**src/sv/mudns_pkg.sv**
```systemverilog
// ----------------------------------------------------------------------------
// mudns_pkg
// Shared constants and types for the up/down MIDI note sequencer.
// ----------------------------------------------------------------------------
package mudns_pkg;

    localparam int QuietSamples = 12;
    localparam int HIST_BITS    = QuietSamples + 1;

    localparam logic [HIST_BITS-1:0] HIST_MATCH = HIST_BITS'(1) << QuietSamples;

    localparam logic [3:0] STATUS_NOTE_ON  = 4'h9;
    localparam logic [3:0] STATUS_NOTE_OFF = 4'h8;

    localparam logic [6:0] LOW_NOTE_RST  = 7'h3C;
    localparam logic [6:0] HIGH_NOTE_RST = 7'h47;
    localparam logic [6:0] VELOCITY_RST  = 7'h64;
    localparam logic [3:0] CHANNEL_RST   = 4'h0;
    localparam logic [6:0] NOTE_RST      = 7'h3C;

    localparam int CFG_ADDR_W = 2;
    localparam int CFG_DATA_W = 7;

    localparam logic [CFG_ADDR_W-1:0] CFG_LOW_NOTE  = 2'd0;
    localparam logic [CFG_ADDR_W-1:0] CFG_HIGH_NOTE = 2'd1;
    localparam logic [CFG_ADDR_W-1:0] CFG_VELOCITY  = 2'd2;
    localparam logic [CFG_ADDR_W-1:0] CFG_CHANNEL   = 2'd3;

    typedef enum logic [1:0] {
        DIR_IDLE = 2'd0,
        DIR_UP   = 2'd1,
        DIR_DOWN = 2'd2
    } dir_t;

endpackage

```
**src/sv/midi_updown_note_sequencer.sv**
```systemverilog
// ----------------------------------------------------------------------------
// midi_updown_note_sequencer
// Debounced start/stop MIDI sequencer sweeping a note up and down.
// ----------------------------------------------------------------------------
// Each request is one loop tick and is processed in the cycle it is accepted.
// A tick yields either nothing or one three-byte MIDI message (status, note,
// velocity), which is held in a message register and sent one byte per cycle
// while m_tready is high, with tlast on the third byte. The output port sets
// the rate: no tick is accepted while a message still has bytes pending,
// except that a new tick is accepted in the cycle the last byte of the
// previous message leaves. Configuration is to be written through the plain
// write port only while idle; the block itself does not enforce this.
module midi_updown_note_sequencer
    import mudns_pkg::*;
(
    input  logic                  aclk,
    input  logic                  aresetn,

    input  logic                  cfg_we,
    input  logic [CFG_ADDR_W-1:0] cfg_addr,
    input  logic [CFG_DATA_W-1:0] cfg_wdata,

    input  logic                  s_tvalid,
    output logic                  s_tready,
    // Bit 0 sample_strobe, bit 1 switch_level, bit 2 tempo_phase, rest zero.
    input  logic [7:0]            s_tdata,

    output logic                  m_tvalid,
    input  logic                  m_tready,
    // Bits 7:0 midi_byte.
    output logic [7:0]            m_tdata,
    output logic                  m_tlast
);

    logic [6:0]           low_note_reg;
    logic [6:0]           high_note_reg;
    logic [6:0]           velocity_reg;
    logic [3:0]           channel_reg;

    logic [HIST_BITS-1:0] hist_reg, hist_next;
    logic                 running_reg, running_next;
    dir_t                 dir_reg, dir_next;
    logic [6:0]           note_reg, note_next;
    logic                 sounding_reg, sounding_next;

    logic [23:0]          msg_reg, msg_next;
    logic [1:0]           cnt_reg, cnt_next;

    logic                 in_acc;
    logic                 out_acc;
    logic                 emit;
    logic [23:0]          msg_new;
    logic                 strobe;
    logic                 level;
    logic                 phase;

    assign strobe = s_tdata[0];
    assign level  = s_tdata[1];
    assign phase  = s_tdata[2];

    assign m_tvalid = (cnt_reg != 2'd0);
    assign m_tdata  = msg_reg[7:0];
    assign m_tlast  = (cnt_reg == 2'd1);
    assign out_acc  = m_tvalid && m_tready;
    assign s_tready = (cnt_reg == 2'd0) || (cnt_reg == 2'd1 && m_tready);
    assign in_acc   = s_tvalid && s_tready;

    always_ff @(posedge aclk) begin
        if (!aresetn) begin
            low_note_reg  <= LOW_NOTE_RST;
            high_note_reg <= HIGH_NOTE_RST;
            velocity_reg  <= VELOCITY_RST;
            channel_reg   <= CHANNEL_RST;
        end else if (cfg_we) begin
            case (cfg_addr)
                CFG_LOW_NOTE:  low_note_reg  <= cfg_wdata;
                CFG_HIGH_NOTE: high_note_reg <= cfg_wdata;
                CFG_VELOCITY:  velocity_reg  <= cfg_wdata;
                CFG_CHANNEL:   channel_reg   <= cfg_wdata[3:0];
                default:       ;
            endcase
        end
    end

    always_comb begin
        hist_next     = hist_reg;
        running_next  = running_reg;
        dir_next      = dir_reg;
        note_next     = note_reg;
        sounding_next = sounding_reg;
        emit          = 1'b0;
        msg_new       = '0;

        if (in_acc) begin
            if (strobe) begin
                hist_next = {hist_reg[HIST_BITS-2:0], level};
                if (hist_next == HIST_MATCH) begin
                    running_next = !running_reg;
                end
            end

            if (running_next) begin
                case (dir_reg)
                    DIR_IDLE: begin
                        dir_next = DIR_UP;
                    end
                    DIR_UP, DIR_DOWN: begin
                        if (!phase && !sounding_reg) begin
                            emit          = 1'b1;
                            sounding_next = 1'b1;
                            msg_new = {1'b0, velocity_reg, 1'b0, note_reg,
                                       STATUS_NOTE_ON, channel_reg};
                        end else if (phase && sounding_reg) begin
                            emit          = 1'b1;
                            sounding_next = 1'b0;
                            msg_new = {8'h00, 1'b0, note_reg,
                                       STATUS_NOTE_OFF, channel_reg};
                            if (dir_reg == DIR_UP) begin
                                if (note_reg >= high_note_reg) begin
                                    dir_next = DIR_DOWN;
                                end else begin
                                    note_next = note_reg + 7'd1;
                                end
                            end else begin
                                if (note_reg <= low_note_reg) begin
                                    dir_next = DIR_UP;
                                end else begin
                                    note_next = note_reg - 7'd1;
                                end
                            end
                        end
                    end
                    default: ;
                endcase
            end
        end
    end

    always_comb begin
        msg_next = msg_reg;
        cnt_next = cnt_reg;
        if (out_acc) begin
            msg_next = {8'h00, msg_reg[23:8]};
            cnt_next = cnt_reg - 2'd1;
        end
        if (emit) begin
            msg_next = msg_new;
            cnt_next = 2'd3;
        end
    end

    always_ff @(posedge aclk) begin
        if (!aresetn) begin
            hist_reg     <= '0;
            running_reg  <= 1'b0;
            dir_reg      <= DIR_IDLE;
            note_reg     <= NOTE_RST;
            sounding_reg <= 1'b0;
            cnt_reg      <= 2'd0;
        end else begin
            hist_reg     <= hist_next;
            running_reg  <= running_next;
            dir_reg      <= dir_next;
            note_reg     <= note_next;
            sounding_reg <= sounding_next;
            cnt_reg      <= cnt_next;
        end
    end

    always_ff @(posedge aclk) begin
        msg_reg <= msg_next;
    end

    // A new tick is never taken while two or more bytes are still pending.
    a_no_overrun: assert property (@(posedge aclk) disable iff (!aresetn)
        in_acc |-> (cnt_reg == 2'd0 || cnt_reg == 2'd1))
        else $error("tick accepted while a message is still pending");

    // Every message toggles the sounding flag.
    a_emit_toggles: assert property (@(posedge aclk) disable iff (!aresetn)
        emit |=> (sounding_reg != $past(sounding_reg)))
        else $error("message sent without toggling the sounding flag");

    // The note only moves when a tick is accepted.
    a_note_hold: assert property (@(posedge aclk) disable iff (!aresetn)
        !in_acc |=> $stable(note_reg))
        else $error("note changed without a tick");

    // A full message is only ever loaded once the sweep has started.
    a_dir_started: assert property (@(posedge aclk) disable iff (!aresetn)
        (cnt_reg == 2'd3) |-> (dir_reg != DIR_IDLE))
        else $error("message pending before the sweep started");

endmodule

```
**config.mk**
```make
export PLATFORM = sky130hd
export DESIGN_NAME = midi_updown_note_sequencer
export DESIGN_NICKNAME = d
export VERILOG_FILES = /design/src/sv/mudns_pkg.sv /design/src/sv/midi_updown_note_sequencer.sv
export SDC_FILE = /design/constraint.sdc
export NUM_CORES = 1
export LEC_CHECK = 0
export BUFFER_PORTS_ARGS = -buffer_cell sky130_fd_sc_hd__buf_2
export CAP_MARGIN = 20
export CORE_MARGIN = 10
export CORE_UTILIZATION = 55
export CTS_CLUSTER_DIAMETER = 60
export DETAILED_ROUTE_END_ITERATION = 7
export GPL_TIMING_DRIVEN = 0
export PLACE_DENSITY_LB_ADDON = 0.12
export SYNTH_ARGS = -nofsm -noshare
export SYNTH_HDL_FRONTEND = slang
export SYNTH_SLANG_ARGS = --single-unit
```
**constraint.sdc**
```tcl
create_clock -name aclk -period 5.8 [get_ports aclk]
set_clock_uncertainty 0.15 [all_clocks]
set_input_delay 1.16 -clock aclk [delete_from_list [all_inputs] [get_ports aclk]]
set_output_delay 1.16 -clock aclk [all_outputs]
set_load 0.02 [all_outputs]
```
# Word level (Yosys, flattened, before mapping)
# Index checks and enable logic that the tools add are counted.
# totals
ff_bits,74
word_cells,83
# op_classes
n_addsub,3
n_bitwise,1
reduce_logical,25
n_mux,28
order_cmp,2
eq_ne,13
# op_table
cell,count
$mux W23,4
$mux W24,2
$mux W7,3
$mux W15,1
$mux W2,7
$reduce_and A7 Y1,2
$eq A13 B13 Y1 const B,1
$mux W1,10
$reduce_and A2 Y1,5
$ne A2 B2 Y1 const B,4
$reduce_bool A2 Y1,4
$add A7 B1 Y7 const B,1
$ge A7 B7 Y1,1
$le A7 B7 Y1,1
$sub A7 B1 Y7 const B,1
$eq A2 B1 Y1 const B,3
$eq A2 B2 Y1 const B,3
$logic_not A2 Y1,3
$ne A3 B3 Y1 const B,2
$logic_and A1 B1 Y1,5
$pmux W2 S2,1
$reduce_and A4 Y1,1
$logic_not A1 Y1,3
$reduce_or A2 Y1,1
other kinds (3),3

# Logic depth before layout (Yosys ltp)
# depth
ltp_word,8
mapped_depth,10
depth_no_buf,9

# Worst setup path after synthesis
# Ideal clock, no wire load.
# synth_path
kind,input -> register
startpoint,input s_tdata[1]
endpoint,"register msg_reg[0], enable pin"
n_path_buf,2
stages,7
t_arrival_ps,2555
setup_slack_ps,2743
cell_sequence,nor4_1 and4_1 buf_6 mux2i_1 and2_1 buf_6 or2_2
# synth_between
elab_chain_cells,7
# synth_rtl
element,line_no,source
from (decl),midi_updown_note_sequencer.sv:26,"input logic [7:0] s_tdata,"
$eq A13 B13 Y1,midi_updown_note_sequencer.sv:97,if (hist_next == HIST_MATCH) begin
$mux W1,midi_updown_note_sequencer.sv:97,
$mux W1,midi_updown_note_sequencer.sv:95,if (strobe) begin
$mux W1,midi_updown_note_sequencer.sv:94,if (in_acc) begin
$mux W1,midi_updown_note_sequencer.sv:102,if (running_next) begin
$mux W1,midi_updown_note_sequencer.sv:94,
$reduce_bool A2 Y1 (no source line),n/a,
to (signal assigned),midi_updown_note_sequencer.sv:171,msg_reg <= msg_next;
to (decl),midi_updown_note_sequencer.sv:46,"logic [23:0] msg_reg, msg_next;"
# No other way between the ends. The select of a mux whose other input is x is not followed.
# A chain may end at the register's enable or synchronous reset.

# Final worst setup path
# layout_path
startpoint,input s_tdata[1]
endpoint,"register msg_reg[20], enable pin"
# The elaborated chain is that of the path after synthesis.

==> reports/summary.md <==
- number of flip-flops in the largest register: 22
- PD cells: 256 nW/µm²
- number of antenna violations at the first check in global routing: 0
- standby leakage power: 1.84 nW
- mux contribution to synthesized area: 10.4%
- global-route wire length before repair: 13000 µm
- area share of and/or/nand/nor cells after synthesis: 18.7%
- sum of negative setup slack: 0 ns
- Min Clock Period, post-route: 3.08 ns
- Die Outline Area: 10700 µm²
- transition time at the pin with the least slew margin: 0.599 ns
- Area after DPL: 4090 µm²
- Final ANT Viol Nets: 0
- final layout net count: 488
- DR vias/cell: 5.21
- number of different library cells in the post-synthesis netlist: 51
- total placed cells including tap cells: 524
- launch instance of the worst register-to-register path: dir_reg[1]$_SDFFE_PN0P_
- initial core utilization: 56.4%
- fraction of the yosys area taken by sequential cells: 43.3%
- Detailed Routing Iterations Pass 1: 4
- area added between synthesis and finish: 12.0%
- upper clock frequency limit: 0.325 GHz
- Max-slew headroom: 59.9%
- design area: 4300 µm²
- floorplan row count: 30
- worst supply voltage drop on vdd: 0.000145 V
- area of the core: 6790 µm²
- H-tree levels: 3
- cell area after synthesis: 3830 µm²
- Worst-Skew Late Latency: 0.34 ns
- Syn Area/Cell: 9.54 µm²
- pin count of the biggest net entering global routing: 23
- routability-driven placement congestion ratio: 0.821
- GRT Resource Usage Total: 14.4%
- hold path startpoint: velocity_reg[4]$_SDFFE_PN0P_
- First DRT Iteration DRCs: 78
- worst setup path startpoint: s_tdata[1]
- number of nets produced by synthesis: 451
- total I/O pin count: 33
- CTS tree: built
- x dimension of the die: 104 µm
- wire length per cell after detailed routing: 14.0 µm
- Final Max Slew Viols: 0
- number of synthesized register bits: 72
- RSZ-0062 raised after global routing: false
- vertical die dimension: 104 µm
- critical path capture point type: flip-flop
- result of the run: complete, no violations
- EDFF count, synth: 22
- Post-Synth Adder-Cell Area: 9.00%
- clock sinks: 72
- detailed-placement wirelength estimate: 5670 µm
- total power of the final layout: 0.00110 W
- number of maximum-capacitance constraint violations: 0
- cell at the root of the clock tree: sky130_fd_sc_hd__clkbuf_8
- main combinational cell family by area after synthesis: simple AND/OR/NAND/NOR gates
- clock transition at the register clock pins on the worst setup and hold paths after CTS: 0.07 ns
- number of port buffers: 26
- final std cells w/o fill: 540
- final hold slack: 0.304 ns
- XOR/XNOR Fraction of Synth Area: 0.685%
- Post-CTS Resized: 0
- Residual DRC: 0
- Cells after Synth: 402
- global route overflow: 0
- Yosys warning count: 0
- hold-fix buffer count after cts: 0
- vias in the first global route: 2769
- path type of the worst min-delay path: reg2reg
- buffer levels on the longest clock path: 2
- Setup CP Type: in2reg
- startpoint type of the worst setup path: primary input
- synthesized-area fraction occupied by ao, oa, aoi and oai cells: 10.2%
- total count of hold-check failures in the final report: 0
- critical path peak fanout: 22
- setup violation total in the final timing report: 0
- Antenna Diode Count: 0
- share of post-route cells with drive strength above 1: 15.1%
- worst path arrival time: 2.91 ns
- share of flip-flops with an asynchronous set or reset: 0%
- final wirelength: 7560 µm
- clock buffers created by TritonCTS: 9
- Required @ worst endpoint: 5.64 ns
- overall via count from detail_route: 2816
- share of the clock period used by the worst path after layout: 53.1%
- buffer count from post-CTS setup fixing: 0
- Primary FF master, synth: sky130_fd_sc_hd__dfxtp_1
==> placed cells by master (no fill, tap or decap), types with 2 or more instances in the layout <==
cell,Yosys,layout
sky130_fd_sc_hd__buf_4,8,8
sky130_fd_sc_hd__nor2_1,35,35
sky130_fd_sc_hd__inv_1,34,34
sky130_fd_sc_hd__a21oi_1,13,13
sky130_fd_sc_hd__mux2i_1,34,34
sky130_fd_sc_hd__edfxtp_1,22,22
sky130_fd_sc_hd__nand3b_1,4,4
sky130_fd_sc_hd__o21ai_0,3,3
sky130_fd_sc_hd__mux2_2,4,4
sky130_fd_sc_hd__a21o_1,6,6
sky130_fd_sc_hd__nand2b_1,6,6
sky130_fd_sc_hd__o31ai_1,3,3
sky130_fd_sc_hd__and3_1,7,7
sky130_fd_sc_hd__o211ai_1,9,9
sky130_fd_sc_hd__nand4_1,3,3
sky130_fd_sc_hd__xor2_1,2,2
sky130_fd_sc_hd__nor4b_1,3,3
sky130_fd_sc_hd__nand4b_1,2,2
sky130_fd_sc_hd__nor2b_1,7,7
sky130_fd_sc_hd__ha_1,26,26
sky130_fd_sc_hd__nand2_1,51,51
sky130_fd_sc_hd__buf_6,3,3
sky130_fd_sc_hd__clkbuf_1,9,10
sky130_fd_sc_hd__a211oi_1,5,5
sky130_fd_sc_hd__buf_2,4,30
sky130_fd_sc_hd__and4_1,3,3
sky130_fd_sc_hd__or2_2,4,4
sky130_fd_sc_hd__clkbuf_8,0,9
sky130_fd_sc_hd__clkinv_1,0,2
sky130_fd_sc_hd__nand3_1,15,15
sky130_fd_sc_hd__dfxtp_1,50,50
sky130_fd_sc_hd__a21boi_0,2,2
sky130_fd_sc_hd__nor3b_1,3,3
sky130_fd_sc_hd__o21a_1,3,3
sky130_fd_sc_hd__bufinv_16,0,2
==> routing by layer <==
| layer | global-route usage, % | up-vias | wire length [µm] |
|---|---|---|---|
| met5 | 0 | - | 0 |
| met4 | 5.34 | 0 | 115 |
| met3 | 3.41 | 8 | 313 |
| met2 | 22.9 | 42 | 3460 |
| met1 | 18.4 | 1303 | 3660 |
| li1 | - | 1463 | - |
==> per-stage QoR <==
step / setup slack (ns) / util (%)
2_1_floorplan: 2.74 / -
3_3_place_gp: 2.37 / 60.1
3_5_place_dp: 2.35 / 60.1
4_1_cts: 2.72 / 63.2
5_1_grt: 2.50 / 63.2
6_report: 2.72 / 63.2
==> cells in the mapped netlist, drive strengths merged (9+ instances only) <==
master | n | area, µm²
dfxtp | 50 | 1000
a21oi | 13 | 65.1
clkbuf | 9 | 33.8
ha | 26 | 325
nand3 | 15 | 75.1
mux2i | 34 | 340
edfxtp | 22 | 661
o211ai | 9 | 67.6
buf | 17 | 133
inv | 34 | 128
nor2 | 35 | 131
nand2 | 51 | 191
==> cell type report <==
class / instances / area [µm²]
fillers: 573 / 2500
multi-input cells: 270 / 1880
flip-flops and latches: 72 / 1660
plain buffers: 26 / 166
repair buffers: 26 / 130
clock buffers: 10 / 128
inverters: 34 / 128
well taps: 96 / 120
clock inverters: 6 / 83.8
==> worst paths after layout <==
kind                                  end  slack (ns)  depth (start not counted)
min reg2reg  velocity_reg[4]$_SDFFE_PN0P_        0.30                          2
min          velocity_reg[4]$_SDFFE_PN0P_        0.30                          2
max             msg_reg[20]$_SDFFCE_PN0P_        2.72                          8
max reg2reg      note_reg[6]$_SDFFE_PN0P_        2.94                          9
==> critical path, cell delays in order <==
cell	delay (ns)
sky130_fd_sc_hd__buf_2	0.10
sky130_fd_sc_hd__nor4_1	0.23
sky130_fd_sc_hd__and4_1	0.25
sky130_fd_sc_hd__buf_6	0.12
sky130_fd_sc_hd__mux2i_1	0.28
sky130_fd_sc_hd__and2_1	0.18
sky130_fd_sc_hd__buf_6	0.13
sky130_fd_sc_hd__or2_2	0.44
==> power by group <==
group	total (W)	switching, W	internal [W]
Combinational	0.000124	0.0000767	0.0000471
Sequential	0.000549	0.00000654	0.000542
Clock	0.000428	0.000187	0.000240
==> cell families after synthesis <==
group,after synthesis
xor+xnor,3
flops,72
fa+ha+maj,27
compound gates,54
buf+inv,60
mux,39
simple gates,147
Power figures use the tool's default switching activity.
